$ cat src/rtl/text_display_refresh_engine_assert.svh
// Assertion macros for the text display refresh engine.
// Each macro expects signals named clk and rst in the including scope.
`ifndef TEXT_DISPLAY_REFRESH_ENGINE_ASSERT_SVH
`define TEXT_DISPLAY_REFRESH_ENGINE_ASSERT_SVH

// Same-cycle implication, disabled in reset.
`define TDRE_ASSERT_IMPL(label, ante, cons, msg) \
  label: assert property (@(posedge clk) disable iff (rst) (ante) |-> (cons)) \
    else $error(msg);

// Next-cycle implication, disabled in reset.
`define TDRE_ASSERT_NEXT(label, ante, cons, msg) \
  label: assert property (@(posedge clk) disable iff (rst) (ante) |=> (cons)) \
    else $error(msg);

`endif

$ cat src/rtl/tdre_pkg.sv
// Shared types, constants and helper functions for the text display refresh engine.
// No dependencies.
package tdre_pkg;

  localparam int LINES       = 4;
  localparam int LINE_W      = 2;
  localparam int COLUMNS_DEF = 20;

  localparam logic [7:0]  BLANK_CHAR = 8'h20;
  localparam logic [31:0] HASH_SEED  = 32'd5381;

  // Display address commands, one per line
  localparam logic [7:0] LINE_CMD_0 = 8'h02;
  localparam logic [7:0] LINE_CMD_1 = 8'hA0;
  localparam logic [7:0] LINE_CMD_2 = 8'hC0;
  localparam logic [7:0] LINE_CMD_3 = 8'hE0;

  typedef enum logic [2:0] {
    OP_SET_POS       = 3'd0,
    OP_PUT_CHAR      = 3'd1,
    OP_CLEAR_LINE    = 3'd2,
    OP_RIGHT_JUSTIFY = 3'd3,
    OP_REFRESH_LINE  = 3'd4
  } op_t;

  typedef enum logic [2:0] {
    S_IDLE,
    S_PUT_CMP,
    S_HASH,
    S_HASH_END,
    S_CMP,
    S_CMD,
    S_EMIT_RD,
    S_EMIT_LD
  } state_t;

  // Text store control
  typedef struct packed {
    logic              rd_en;
    logic              wr_en;
    logic              clr_en;
    logic [LINE_W-1:0] clr_line;
  } store_ctl_t;

  // Hash unit control
  typedef struct packed {
    logic start;
    logic acc_en;
    logic store_en;
  } hash_ctl_t;

  function automatic logic [31:0] blank_hash(int cols);
    logic [31:0] h;
    h = HASH_SEED;
    for (int i = 0; i < cols; i++) begin
      h = (h << 5) + h + 32'(BLANK_CHAR);
    end
    return h;
  endfunction

  function automatic logic [7:0] line_cmd(logic [LINE_W-1:0] ln);
    logic [7:0] c;
    case (ln)
      2'd0:    c = LINE_CMD_0;
      2'd1:    c = LINE_CMD_1;
      2'd2:    c = LINE_CMD_2;
      default: c = LINE_CMD_3;
    endcase
    return c;
  endfunction

endpackage

$ cat src/rtl/tdre_host_if.sv
// Host operation channel: valid/ready handshake with the operation payload.
// No dependencies.
interface tdre_host_if;
  logic       valid;
  logic       ready;
  logic [2:0] operation;
  logic [1:0] line_sel;
  logic [4:0] column_sel;
  logic [7:0] char_code;
  logic       wrap;
  logic [7:0] text_length;

  modport source (
    output valid, operation, line_sel, column_sel, char_code, wrap, text_length,
    input  ready
  );
  modport sink (
    input  valid, operation, line_sel, column_sel, char_code, wrap, text_length,
    output ready
  );
endinterface

$ cat src/rtl/tdre_disp_if.sv
// Display byte channel: valid/ready handshake with the byte payload.
// No dependencies.
interface tdre_disp_if;
  logic       valid;
  logic       ready;
  logic [7:0] out_byte;
  logic       is_command;
  logic       last;

  modport source (
    output valid, out_byte, is_command, last,
    input  ready
  );
  modport sink (
    input  valid, out_byte, is_command, last,
    output ready
  );
endinterface

$ cat src/rtl/tdre_store.sv
// Text store: LINES x COLUMNS byte memory, one write and one registered read port.
// Per-entry valid bits make unwritten or cleared entries read as a space. Uses tdre_pkg.
module tdre_store
  import tdre_pkg::*;
#(
  parameter int COLUMNS = COLUMNS_DEF
) (
  input  logic                                   clk,
  input  logic                                   rst,
  input  store_ctl_t                             ctl,
  input  logic [$clog2(LINES*COLUMNS)-1:0]       rd_addr,
  input  logic [$clog2(LINES*COLUMNS)-1:0]       wr_addr,
  input  logic [7:0]                             wr_data,
  output logic [7:0]                             rd_data
);

  localparam int DEPTH  = LINES * COLUMNS;

  logic [7:0]       mem [DEPTH];
  logic [DEPTH-1:0] vbits;
  logic [7:0]       rdata;
  logic             rvalid;

  // Memory array, no reset
  always_ff @(posedge clk) begin
    if (ctl.wr_en) begin
      mem[wr_addr] <= wr_data;
    end
    if (ctl.rd_en) begin
      rdata <= mem[rd_addr];
    end
  end

  // Valid bits: reset and line clear invalidate, a write validates
  always_ff @(posedge clk) begin
    if (rst) begin
      vbits  <= '0;
      rvalid <= 1'b0;
    end else begin
      for (int i = 0; i < DEPTH; i++) begin
        if (ctl.clr_en && (i / COLUMNS) == int'(ctl.clr_line)) begin
          vbits[i] <= 1'b0;
        end
      end
      if (ctl.wr_en) begin
        vbits[wr_addr] <= 1'b1;
      end
      if (ctl.rd_en) begin
        rvalid <= vbits[rd_addr];
      end
    end
  end

  assign rd_data = rvalid ? rdata : BLANK_CHAR;

endmodule

$ cat src/rtl/tdre_hash.sv
// djb2 line hash unit: byte-serial accumulator plus the last-sent hash per line.
// Uses tdre_pkg.
module tdre_hash
  import tdre_pkg::*;
#(
  parameter int COLUMNS = COLUMNS_DEF
) (
  input  logic              clk,
  input  logic              rst,
  input  hash_ctl_t         ctl,
  input  logic [LINE_W-1:0] line,
  input  logic [7:0]        data,
  output logic              differs
);

  localparam logic [31:0] BLANK_HASH = blank_hash(COLUMNS);

  logic [31:0] acc;
  logic [31:0] sent [LINES];

  // Accumulator: hash = hash * 33 + byte
  always_ff @(posedge clk) begin
    if (ctl.start) begin
      acc <= HASH_SEED;
    end else if (ctl.acc_en) begin
      acc <= (acc << 5) + acc + 32'(data);
    end
  end

  // Hash of the contents last sent per line
  always_ff @(posedge clk) begin
    if (rst) begin
      for (int i = 0; i < LINES; i++) begin
        sent[i] <= BLANK_HASH;
      end
    end else if (ctl.store_en) begin
      sent[line] <= acc;
    end
  end

  assign differs = (acc != sent[line]);

endmodule

$ cat src/rtl/text_display_refresh_engine.sv
// Text display refresh engine top level: control sequencer, cursor, dirty flags, output register.
// Uses tdre_pkg, tdre_host_if, tdre_disp_if, tdre_store, tdre_hash and the assert header.
//
// Usage:
//   host: operations (set_pos, put_char, clear_line, right_justify, refresh_line).
//   disp: bytes for the display controller, one transaction per byte; a refresh burst
//         is the line address command followed by COLUMNS data bytes, last on the final one.
//   set_pos, clear_line, right_justify and unknown codes complete in the idle state;
//   put_char reads the text store, then compares and writes back, and a dropped
//   character completes in the idle state. A refresh of a line that is not dirty
//   completes in the idle state; a dirty line is first hashed through the store's
//   single read port, then, if the hash changed, the command is sent, and each data
//   byte takes a store read, then a load of the output register.
//   host.ready is high only while the sequencer is idle.
//   Reset: text reads as spaces (per-entry valid bits clear at once, no clearing pass),
//   dirty flags cleared, stored hashes set to the blank-line hash, cursor at line 0 col 0.
//   When disp stalls, the output register holds its byte and the burst waits; the
//   final byte may still sit in the output register while the next operation is taken.
module text_display_refresh_engine
  import tdre_pkg::*;
#(
  parameter int COLUMNS = COLUMNS_DEF
) (
  input  logic  clk,
  input  logic  rst,
  tdre_host_if.sink   host,
  tdre_disp_if.source disp
);

  localparam int DEPTH  = LINES * COLUMNS;
  localparam int ADDR_W = $clog2(DEPTH);
  localparam int COL_W  = $clog2(COLUMNS + 1);
  localparam logic [COL_W-1:0]  COL_END  = COL_W'(COLUMNS);
  localparam logic [COL_W-1:0]  COL_LAST = COL_W'(COLUMNS - 1);
  localparam logic [7:0]        COLS8    = 8'(COLUMNS);
  localparam logic [LINE_W-1:0] LINE_TOP = LINE_W'(LINES - 1);

  function automatic logic [ADDR_W-1:0] line_base(logic [LINE_W-1:0] ln);
    return ADDR_W'(ln * COLUMNS);
  endfunction

  state_t state, state_next;

  logic [LINE_W-1:0] cursor_line;
  logic [COL_W-1:0]  cursor_col;
  logic [LINES-1:0]  dirty;
  logic [LINE_W-1:0] ref_line;
  logic [COL_W-1:0]  cnt;
  logic              rd_pend;
  logic [ADDR_W-1:0] pend_addr;
  logic [7:0]        pend_char;
  logic [LINE_W-1:0] pend_line;

  logic       out_valid;
  logic [7:0] out_byte;
  logic       out_cmd;
  logic       out_last;

  store_ctl_t        st_ctl;
  logic [ADDR_W-1:0] rd_addr;
  logic [7:0]        st_rdata;
  hash_ctl_t         hctl;
  logic              hash_diff;

  logic              host_acc;
  op_t               op;
  logic              out_free;
  logic              at_end;
  logic              put_drop;
  logic [LINE_W-1:0] eff_line;
  logic [COL_W-1:0]  eff_col;
  logic [ADDR_W-1:0] put_addr;
  logic [ADDR_W-1:0] ref_addr;
  logic              emit_last;
  logic              ref_send;
  logic              out_load;
  logic [7:0]        load_byte;
  logic              load_cmd;
  logic              load_last;

  // Handshake and decode
  assign host.ready = (state == S_IDLE);
  assign host_acc   = host.valid && host.ready;
  assign op         = op_t'(host.operation);
  assign out_free   = !out_valid || disp.ready;

  // put_char target after optional wrap
  assign at_end   = (cursor_col >= COL_END);
  assign put_drop = at_end && !(host.wrap && cursor_line != LINE_TOP);
  assign eff_line = at_end ? cursor_line + 1'b1 : cursor_line;
  assign eff_col  = at_end ? '0 : cursor_col;
  assign put_addr = line_base(eff_line) + ADDR_W'(eff_col);

  assign ref_addr  = line_base(ref_line) + ADDR_W'(cnt);
  assign emit_last = (cnt == COL_LAST);
  // line hash changed: burst goes out
  assign ref_send  = (state == S_CMP) && hash_diff;

  tdre_store #(.COLUMNS(COLUMNS)) u_store (
    .clk     (clk),
    .rst     (rst),
    .ctl     (st_ctl),
    .rd_addr (rd_addr),
    .wr_addr (pend_addr),
    .wr_data (pend_char),
    .rd_data (st_rdata)
  );

  tdre_hash #(.COLUMNS(COLUMNS)) u_hash (
    .clk     (clk),
    .rst     (rst),
    .ctl     (hctl),
    .line    (ref_line),
    .data    (st_rdata),
    .differs (hash_diff)
  );

  // Next state
  always_comb begin
    state_next = state;
    case (state)
      S_IDLE: begin
        if (host_acc) begin
          if (op == OP_PUT_CHAR && !put_drop) begin
            state_next = S_PUT_CMP;
          end else if (op == OP_REFRESH_LINE && dirty[host.line_sel]) begin
            state_next = S_HASH;
          end
        end
      end
      S_PUT_CMP:  state_next = S_IDLE;
      S_HASH: begin
        if (emit_last) begin
          state_next = S_HASH_END;
        end
      end
      S_HASH_END: state_next = S_CMP;
      S_CMP:      state_next = hash_diff ? S_CMD : S_IDLE;
      S_CMD: begin
        if (out_free) begin
          state_next = S_EMIT_RD;
        end
      end
      S_EMIT_RD: begin
        if (out_free) begin
          state_next = S_EMIT_LD;
        end
      end
      S_EMIT_LD:  state_next = emit_last ? S_IDLE : S_EMIT_RD;
      default:    state_next = S_IDLE;
    endcase
  end

  // Sequencer outputs: store, hash and output register controls
  always_comb begin
    st_ctl    = '0;
    rd_addr   = ref_addr;
    hctl      = '0;
    out_load  = 1'b0;
    load_byte = st_rdata;
    load_cmd  = 1'b0;
    load_last = 1'b0;
    case (state)
      S_IDLE: begin
        if (host_acc) begin
          case (op)
            OP_PUT_CHAR: begin
              st_ctl.rd_en = !put_drop;
              rd_addr      = put_addr;
            end
            OP_CLEAR_LINE: begin
              st_ctl.clr_en   = 1'b1;
              st_ctl.clr_line = host.line_sel;
            end
            OP_REFRESH_LINE: hctl.start = dirty[host.line_sel];
            default: ;
          endcase
        end
      end
      S_PUT_CMP:  st_ctl.wr_en = (st_rdata != pend_char);
      S_HASH: begin
        st_ctl.rd_en = 1'b1;
        hctl.acc_en  = rd_pend;
      end
      S_HASH_END: hctl.acc_en   = 1'b1;
      S_CMP:      hctl.store_en = hash_diff;
      S_CMD: begin
        out_load  = out_free;
        load_byte = line_cmd(ref_line);
        load_cmd  = 1'b1;
      end
      S_EMIT_RD:  st_ctl.rd_en = out_free;
      S_EMIT_LD: begin
        out_load  = 1'b1;
        load_last = emit_last;
      end
      default: ;
    endcase
  end

  // Cursor, pending write and refresh bookkeeping
  always_ff @(posedge clk) begin
    if (rst) begin
      state       <= S_IDLE;
      cursor_line <= '0;
      cursor_col  <= '0;
      dirty       <= '0;
      rd_pend     <= 1'b0;
      cnt         <= '0;
    end else begin
      state   <= state_next;
      rd_pend <= st_ctl.rd_en;
      if (host_acc) begin
        case (op)
          OP_SET_POS: begin
            if (host.column_sel < 5'(COLUMNS)) begin
              cursor_col <= COL_W'(host.column_sel);
            end
            cursor_line <= host.line_sel;
          end
          OP_PUT_CHAR: begin
            if (!put_drop) begin
              cursor_line <= eff_line;
              cursor_col  <= eff_col + 1'b1;
            end
          end
          OP_CLEAR_LINE: dirty[host.line_sel] <= 1'b1;
          OP_RIGHT_JUSTIFY: begin
            cursor_col <= (host.text_length < COLS8) ?
                          COL_W'(COLUMNS - int'(host.text_length)) : '0;
          end
          OP_REFRESH_LINE: cnt <= '0;
          default: ;
        endcase
      end
      if (st_ctl.wr_en) begin
        dirty[pend_line] <= 1'b1;
      end
      if (ref_send) begin
        dirty[ref_line] <= 1'b0;
      end
      if (state == S_HASH || state == S_EMIT_LD) begin
        cnt <= emit_last ? '0 : cnt + 1'b1;
      end
    end
  end

  // Payload of the pending put_char and the line being refreshed
  always_ff @(posedge clk) begin
    if (host_acc) begin
      pend_addr <= put_addr;
      pend_char <= host.char_code;
      pend_line <= eff_line;
      ref_line  <= host.line_sel;
    end
  end

  // Output register
  always_ff @(posedge clk) begin
    if (rst) begin
      out_valid <= 1'b0;
    end else if (out_load) begin
      out_valid <= 1'b1;
    end else if (disp.ready) begin
      out_valid <= 1'b0;
    end
  end

  always_ff @(posedge clk) begin
    if (out_load) begin
      out_byte <= load_byte;
      out_cmd  <= load_cmd;
      out_last <= load_last;
    end
  end

  assign disp.valid      = out_valid;
  assign disp.out_byte   = out_byte;
  assign disp.is_command = out_cmd;
  assign disp.last       = out_last;

  `include "text_display_refresh_engine_assert.svh"

  `TDRE_ASSERT_IMPL(a_emit_ld_ready, state == S_EMIT_LD, rd_pend && !out_valid, "bad byte load")
  `TDRE_ASSERT_IMPL(a_no_overwrite, out_load, out_free, "output register overwritten")
  `TDRE_ASSERT_NEXT(a_refresh_clears, ref_send, state == S_CMD && !dirty[ref_line], "flag kept")
  `TDRE_ASSERT_IMPL(a_cnt_range, state != S_IDLE, cnt < COL_END, "column counter out of range")
  `TDRE_ASSERT_NEXT(a_write_marks_dirty, st_ctl.wr_en, dirty[$past(pend_line)], "line left clean")

endmodule
$ cat src/flat_wrapper.sv
// flat-port wrapper written by rule: the top's interface ports become plain ports
module text_display_refresh_engine_flat import tdre_pkg::*;
#(
  parameter int COLUMNS = COLUMNS_DEF
)
  (clk, rst, host_valid, host_operation, host_line_sel, host_column_sel, host_char_code, host_wrap, host_text_length, host_ready, disp_valid, disp_out_byte, disp_is_command, disp_last, disp_ready);
  tdre_host_if host_i ();
  tdre_disp_if disp_i ();
  input  logic clk;
  input  logic rst;
  input wire logic [$bits(host_i.valid)-1:0] host_valid;
  input wire logic [$bits(host_i.operation)-1:0] host_operation;
  input wire logic [$bits(host_i.line_sel)-1:0] host_line_sel;
  input wire logic [$bits(host_i.column_sel)-1:0] host_column_sel;
  input wire logic [$bits(host_i.char_code)-1:0] host_char_code;
  input wire logic [$bits(host_i.wrap)-1:0] host_wrap;
  input wire logic [$bits(host_i.text_length)-1:0] host_text_length;
  output wire logic [$bits(host_i.ready)-1:0] host_ready;
  output wire logic [$bits(disp_i.valid)-1:0] disp_valid;
  output wire logic [$bits(disp_i.out_byte)-1:0] disp_out_byte;
  output wire logic [$bits(disp_i.is_command)-1:0] disp_is_command;
  output wire logic [$bits(disp_i.last)-1:0] disp_last;
  input wire logic [$bits(disp_i.ready)-1:0] disp_ready;
  assign host_i.valid = host_valid;
  assign host_i.operation = host_operation;
  assign host_i.line_sel = host_line_sel;
  assign host_i.column_sel = host_column_sel;
  assign host_i.char_code = host_char_code;
  assign host_i.wrap = host_wrap;
  assign host_i.text_length = host_text_length;
  assign host_ready = host_i.ready;
  assign disp_valid = disp_i.valid;
  assign disp_out_byte = disp_i.out_byte;
  assign disp_is_command = disp_i.is_command;
  assign disp_last = disp_i.last;
  assign disp_i.ready = disp_ready;
  text_display_refresh_engine #(.COLUMNS(COLUMNS)) u_core (.clk(clk), .rst(rst), .host(host_i), .disp(disp_i));
endmodule
$ cat config.mk
export PLATFORM = sky130hd
export DESIGN_NAME = text_display_refresh_engine_flat
export DESIGN_NICKNAME = d
export VERILOG_FILES = /design/src/rtl/tdre_pkg.sv /design/src/rtl/tdre_host_if.sv /design/src/rtl/tdre_disp_if.sv /design/src/rtl/tdre_store.sv /design/src/rtl/tdre_hash.sv /design/src/rtl/text_display_refresh_engine.sv /design/src/flat_wrapper.sv
export VERILOG_INCLUDE_DIRS = /design/src /design/src/rtl
export SDC_FILE = /design/constraint.sdc
export NUM_CORES = 1
export LEC_CHECK = 0
export ABC_AREA = 0
export BUFFER_PORTS_ARGS = -buffer_cell sky130_fd_sc_hd__buf_2
export CAP_MARGIN = 20
export CORE_UTILIZATION = 50
export CTS_BUF_LIST = sky130_fd_sc_hd__clkbuf_8
export DETAILED_ROUTE_END_ITERATION = 10
export GPL_TIMING_DRIVEN = 0
export PLACE_DENSITY = 0.62
export RECOVER_POWER = 100
export SLEW_MARGIN = 20
export SYNTH_ARGS = -nofsm -noshare
export SYNTH_HDL_FRONTEND = slang
export SYNTH_SLANG_ARGS = --single-unit
$ cat constraint.sdc
create_clock -name clk -period 11.5 [get_ports clk]
set_input_delay 2.3 -clock clk [delete_from_list [all_inputs] [get_ports clk]]
set_output_delay 2.3 -clock clk [all_outputs]
set_load 0.05 [all_outputs]
# Word level (Yosys, flattened, before mapping)

Memories as Yosys holds them, arrays and structs flattened. A register that Yosys moved wholly into a read port is not among the register bits.
Cells that the tools add are included.
Widths: inputs -> output; s select.

Register bits after elaboration: 163
RAM bits: 768
Input bits: 31
Word-level logic and storage cells: 339
Memories kept: 2

Memory list:

| name               | words | bits a word | rd ports | clocked after memory_dff | write ports | line             | text |
|---|---|---|---|---|---|---|---|
| u_core.u_store.mem | 80    | 8           | 1        | 1                        | 1           | tdre_store.sv:19 | `logic [7:0] mem [DEPTH];` |
| u_core.u_hash.sent | 4     | 32          | 1        | 1                        | 4           | tdre_hash.sv:19  | `logic [31:0] sent [LINES];` |

Add/sub/neg operators: 8
$mul: 2
Magnitude comparators: 12
Equality and inequality tests: 27
Multiplexer cells: 233
Bitwise operators: 5
Reduce and logical (&&, ||, !) cells: 33

Operators with widths:

| cell                | number |
|---|---|
| $mux 1              | 184 |
| $mux 80             | 1 |
| $or 80x80->80       | 1 |
| $mux 5              | 8 |
| $mux 3              | 11 |
| $add 32x32->32      | 1 |
| $add 32x8->32       | 1 |
| $mux 32             | 1 |
| $ne 32x32->1        | 1 |
| $reduce_or 32->1    | 1 |
| $mux 4              | 6 |
| $pmux 3 s8          | 1 |
| $pmux 8 s3          | 1 |
| $mux 7              | 3 |
| $lt 7x8->1 const B  | 2 |
| $mux 8              | 2 |
| $eq 3x3->1 const B  | 5 |
| $pmux 5 s3          | 1 |
| $add 7x5->7         | 2 |
| $logic_and 1x1->1   | 14 |
| $eq 3x2->1 const B  | 4 |
| $add 5x1->5 const B | 2 |
| $mul 2x3->5 const B | 2 |
| $lt 2x3->1 const B  | 3 |
| other kinds (38)    | 62 |

# Logic depth before layout (Yosys ltp)

Word-level depth: 13
Gate-level depth with buffers: 16
Depth with buffers taken out: 15

# By module

A second synthesis with hierarchy kept.

Cell total of the unflattened synthesis: 2539
Area total of the unflattened synthesis: 40397.5 µm²

Modules (own cells, without submodules):

| module                      | instances | cells each | area an instance (µm²) | sequential area each (µm²) |
|---|---|---|---|---|
| tdre_store                  | 1         | 1469       | 28280.9                | 21080.2 |
| tdre_hash                   | 1         | 772        | 9197.6                 | 4484.3 |
| text_display_refresh_engine | 1         | 298        | 2919.0                 | 1291.2 |

# Worst setup path before layout

OpenSTA, ideal clock, no wires.

Path kind: in2reg
Start point: in host_valid
End point: reg u_core.u_store.rdata[6] (read register of u_core.u_store.mem) (data pin)
Arrival: 4.681 ns
Data required time: 11.228 ns
Slack: 6.547 ns
Stages on the path: 11
Buffers on the path: 4
Cells stage by stage: or4b_1 > buf_6 > clkinv_4 > nand2_2 > mux2_2 > buf_2 > buf_2 > clkbuf_1 > a31oi_1 > a2111oi_2 > nand3_1

Longest elaborated chain between the ends: 3

RTL lines:

| item                                        | line                               | text |
|---|---|---|
| from (decl)                                 | flat_wrapper.sv:11                 | `input wire logic [$bits(host_i.valid)-1:0] host_valid;` |
| $logic_and 1x1->1 (*)                       | text_display_refresh_engine.sv:83  | `assign host_acc = host.valid && host.ready;` |
| net u_core.host_acc                         | text_display_refresh_engine.sv:65  | `logic host_acc;` |
| $mux 1 / $mux 7 (equally long branches)     | text_display_refresh_engine.sv:165 | `if (host_acc) begin` |
| $pmux 1 s3 / $mux 7 (equally long branches) | text_display_refresh_engine.sv:163 | `case (state)` |
| to (decl)                                   | tdre_store.sv:21                   | `logic [7:0] rdata;` |

The timed path passes the listed nets; every way through them passes the cells marked *.
A chain may end at the register's enable or synchronous reset.

# Worst setup path after layout

Start point: in host_valid
End point: reg u_core.u_store.rdata[3] (read register of u_core.u_store.mem) (data pin)

Same word-level chain as after synthesis.

==> metrics.md <==
| Metric | Value |
|---|---|
| Worst hold margin | `0.4691 ns` |
| Critical path data arrival time | `9.49 ns` |
| Violations in the final reports | `max-capacitance violations, max-slew violations` |
| Minimum clock period | `8.800 ns` |
| Maximum number of pins on one net before global-route repair | `34` |
| Number of instances in the synthesized netlist | `3443` |
| Die span in x | `around 290 microns` |
| Maximum level of the CTS H-tree | `4` |
| Detail-routed net length per standard cell | `~30 microns` |
| Number of clock buffers inserted by TritonCTS | `159` |
| Final net count | `3787` |
| Synthesized area per cell | `roughly 12 sq um` |
| Routed wire length | `between 100000 and 150000 microns` |
| Netlist area before placement | `about 41000 sq um` |
| Cell Rows | `~110` |
| Hold-fix buffer count after cts | `0` |
| Core area | `81980 sq um` |
| Starting density of the core | `0.5054` |
| Type of the worst setup path | `input pin to flip-flop` |
| Met1 Use GR | `0.4448` |
| I/O Pins | `43` |
| Unique masters post-synth | `82` |
| Maximum clock path buffer count | `3` |
| Critical path origin | `host_valid` |
| Max-Slew Margin vs Limit | `-0.4027` |
| Ys Warns | `0` |
| Die footprint | `84030 sq um` |
| Gr busiest metal | `met2` |
| IO Port Bufs | `39` |
| Clock edge transition at the registers on the reported setup and hold paths | `approximately 0.060 ns` |
| Setup repair bufs after CTS | `0` |
| IR drop worst, VDD | `~0.12 mV` |
| Setup TNS | `0 ns` |
| Classification of the worst-slack hold path | `flip-flop to flip-flop` |
| Vias in the first global route | `~30000` |
| Largest fanout on the critical path | `24` |
| Static power due to leakage | `16.03 nW` |
| Drt first-iter violations | `4361` |
| RSZ-0062 raised after global routing | `false` |
| Finish-stage setup viols | `0` |
| Run status | `finished, violations left` |
| Endpoint of the lowest-slack register-to-register path | `u_core.u_store.rdata[3]` |
| Fill cell instance count of the final layout | `6937` |
| Number of antenna violations at the first check in global routing | `8` |
| Via count | `between 30000 and 40000` |
| Global-route track usage on met3 | `0.09980` |
| Sequential cell area fraction in the yosys report | `0.6491` |
| Number of iterations in the first detailed-routing pass | `8` |
| Critical Path Start Type | `input pin` |
| Number of nets with antenna violations after routing | `0` |
| Startpoint of the lowest-slack register-to-register path | `u_core.state[1]` |
| Clock tree from TritonCTS | `built` |
| Termination of the worst setup path | `u_core.u_store.rdata[3]` |
| EDFF count, synth | `between 800 and 900` |
| Async SR Flop Fraction | `0` |
| PwrDens | `approximately 230 nW/um^2` |
| Overall track demand over capacity in global routing | `0.3419` |
| Post-cts sizing count | `0` |
| Post-detailed-route via-to-cell ratio | `around 6.5` |
| Highest achievable clock rate | `roughly 110 MHz` |
| Flop-to-flop setup slack | `roughly 3.8 ns` |
| Met2 Track Usage GR | `0.5264` |
| Wire length of the first global-routing pass | `207300 microns` |
| Count of endpoints failing hold in the final timing report | `0` |
| Layout overhead on the synthesized area | `10.88%` |
| Synth Register Bits | `between 900 and 1000` |
| Routability cong. | `1.025` |
| Critical Path Sink Type | `flip-flop` |
| Post-synth top flop | `sky130_fd_sc_hd__edfxtp_1` |
| Worst skew pair latency | `roughly 0.86 ns` |
| Number of pins with negative max-slew slack in the final report | `slightly below 80` |
| Total half-perimeter wirelength after legalization and detailed placement | `just over 100000 microns` |
| Synth Net Count | `approximately 3500` |
| Number of cells traversed by the worst register-to-register path | `11` |
| Worst clock skew | `roughly 0.034 ns` |
| Ratio of cells with drive above 1 in the final layout | `0.1024` |
| Req. time, crit path | `roughly 12 ns` |
| GR Overflow Total | `0` |
| Number of max-cap violations | `6` |
| Share of the cycle needed by the critical path after routing | `0.7652` |
| Transition at the pin with the smallest max-transition slack | `2.046 ns` |
| Die H | `between 200 and 300 microns` |
| CTS Sinks | `roughly 940` |
| DR DRC count | `0` |
| Clock root buffer | `sky130_fd_sc_hd__clkbuf_8` |
[worst max-delay path: stages]
cell and delay, ns:
sky130_fd_sc_hd__buf_2 0.11, sky130_fd_sc_hd__or4b_1 0.15, sky130_fd_sc_hd__clkbuf_1 0.42, sky130_fd_sc_hd__clkinvlp_2 1.18
sky130_fd_sc_hd__nand2_1 0.87, sky130_fd_sc_hd__mux2i_1 1.66, sky130_fd_sc_hd__clkbuf_1 0.74, sky130_fd_sc_hd__clkbuf_1 0.74
sky130_fd_sc_hd__nand3_1 0.18, sky130_fd_sc_hd__a31oi_1 0.59, sky130_fd_sc_hd__a211oi_1 0.32, sky130_fd_sc_hd__nand3_1 0.19
[registers in the layout, indices dropped and copies added, names as in the netlist, named ones only]
register / count
u_core.ref_line: 2
u_core.u_store.mem: 640
u_core.disp.is_command: 1
u_core.u_store.rvalid: 1
u_core.cnt: 5
u_core.cursor_line: 2
u_core.state: 3
u_core.cursor_col: 5
u_core.pend_addr: 7
u_core.disp.out_byte: 8
u_core.pend_char: 8
u_core.pend_line: 2
u_core.u_store.vbits: 80
u_core.u_store.rdata: 8
u_core.u_hash.sent: 128
u_core.disp.last: 1
u_core.disp.valid: 1
u_core.rd_pend: 1
u_core.dirty: 4
u_core.u_hash.acc: 32
[power breakdown]
part / switching (mW) / internal (mW) / leakage (nW)
combinational: 2.48 / 1.13 / 6.02
sequential: 0.206 / 3.97 / 8.30
clock: 1.41 / 1.38 / 1.71
total: 4.09 / 6.47 / 16.0
[cell usage in the layout, fill, tap and decap left out, types with 40 or more instances in the layout]
master and count:
sky130_fd_sc_hd__inv_1 112, sky130_fd_sc_hd__a31oi_1 59, sky130_fd_sc_hd__xnor2_1 57, sky130_fd_sc_hd__o21ai_0 40, sky130_fd_sc_hd__mux4_2 42, sky130_fd_sc_hd__clkbuf_1 178
sky130_fd_sc_hd__and3_1 118, sky130_fd_sc_hd__ha_1 66, sky130_fd_sc_hd__a211oi_1 74, sky130_fd_sc_hd__a21oi_1 87, sky130_fd_sc_hd__nand3_1 254, sky130_fd_sc_hd__clkbuf_8 164
sky130_fd_sc_hd__a22oi_1 71, sky130_fd_sc_hd__a311oi_1 91, sky130_fd_sc_hd__nor2_1 225, sky130_fd_sc_hd__buf_2 98, sky130_fd_sc_hd__edfxtp_1 805, sky130_fd_sc_hd__nand2_1 703
sky130_fd_sc_hd__dfxtp_1 136
[area by class of cell]
class,count,area (sq um),area share
Sequential cell,941,26900,0.5854
Multi-Input combinational cell,2223,13180,0.2868
Clock buffer,164,2257,0.04913
Tap cell,1070,1339,0.02914
Buffer,234,1146,0.02494
Clock inverter,122,623.1,0.01356
Timing Repair Buffer,81,334.1,0.007271
Inverter,45,170.2,0.003704
Antenna cell,2,5.005,0.0001089
[cells in the mapped netlist, types with 20 or more instances]
master / instances / area (sq um)
sky130_fd_sc_hd__edfxtp_1: 805 / 24170
sky130_fd_sc_hd__nand2_1: 702 / 2635
sky130_fd_sc_hd__nand3_1: 254 / 1271
sky130_fd_sc_hd__nor2_1: 225 / 844.6
sky130_fd_sc_hd__dfxtp_1: 136 / 2723
sky130_fd_sc_hd__and3_1: 118 / 738.2
sky130_fd_sc_hd__clkbuf_1: 114 / 427.9
sky130_fd_sc_hd__a311oi_1: 91 / 797.0
sky130_fd_sc_hd__a21oi_1: 87 / 435.4
sky130_fd_sc_hd__buf_2: 78 / 390.4
sky130_fd_sc_hd__a211oi_1: 74 / 555.5
sky130_fd_sc_hd__a22oi_1: 71 / 533.0
sky130_fd_sc_hd__ha_1: 66 / 825.8
sky130_fd_sc_hd__a31oi_1: 59 / 369.1
sky130_fd_sc_hd__xnor2_1: 57 / 499.2
sky130_fd_sc_hd__inv_1: 44 / 165.2
sky130_fd_sc_hd__mux4_2: 42 / 945.9
sky130_fd_sc_hd__o21ai_0: 39 / 195.2
sky130_fd_sc_hd__and2_1: 31 / 193.9
sky130_fd_sc_hd__nor3_1: 27 / 135.1
sky130_fd_sc_hd__nor2b_1: 21 / 131.4
sky130_fd_sc_hd__a21o_1: 20 / 150.1
[worst min-delay path by stage]
stage / from / to / slack [ns] / cells past startpoint
after floorplan: u_core.dirty[2] / u_core.dirty[2] / 0.44 / 2
after global placement: u_core.dirty[0] / u_core.dirty[0] / 0.45 / 2
after detailed placement: u_core.dirty[3] / u_core.dirty[3] / 0.46 / 2
after CTS: u_core.dirty[3] / u_core.dirty[3] / 0.47 / 2
after global routing: u_core.dirty[3] / u_core.dirty[3] / 0.50 / 2
final: u_core.dirty[3] / u_core.dirty[3] / 0.47 / 2
[metal layers]
metal  share of wire  wire (microns)  vias up
met3            0.12           17920      437
li1                -               -    13310
met4           0.052            7617        2
met1            0.37           54510    15600
met2            0.45           65390     2197
met5        0.000083              12        -
[cell families (layout without fill, tap and decap cells)]
kind of cell    after synthesis  count (layout)  synth area share
simple gates               1487            1487            0.1619
flops                       941             941            0.6491
compound gates              532             532           0.09125
buf+inv                     279             646           0.03240
fa+ha+maj                    71              71           0.02235
xor+xnor                     67              67           0.01416
mux                          66              66           0.02884
other cells                   0               2                 0
[per-stage QoR]
| stage | utilization | setup WS, ns | instance area (sq um) | total power, mW | std cells |
|---|---|---|---|---|---|
| after floorplan | - | 6.547 | 41440 | 6.394 | 3443 |
| after global placement | 0.5242 | 4.317 | 42970 | 7.656 | 4552 |
| after detailed placement | 0.5335 | 4.269 | 43740 | 7.799 | 4594 |
| after CTS | 0.5687 | 5.137 | 46620 | 10.53 | 4880 |
| after global routing | 0.5604 | 2.722 | 45940 | 10.93 | 4881 |
| final | 0.5605 | 2.700 | 45950 | 10.57 | 4882 |
Power figures use the tool's default switching activity.
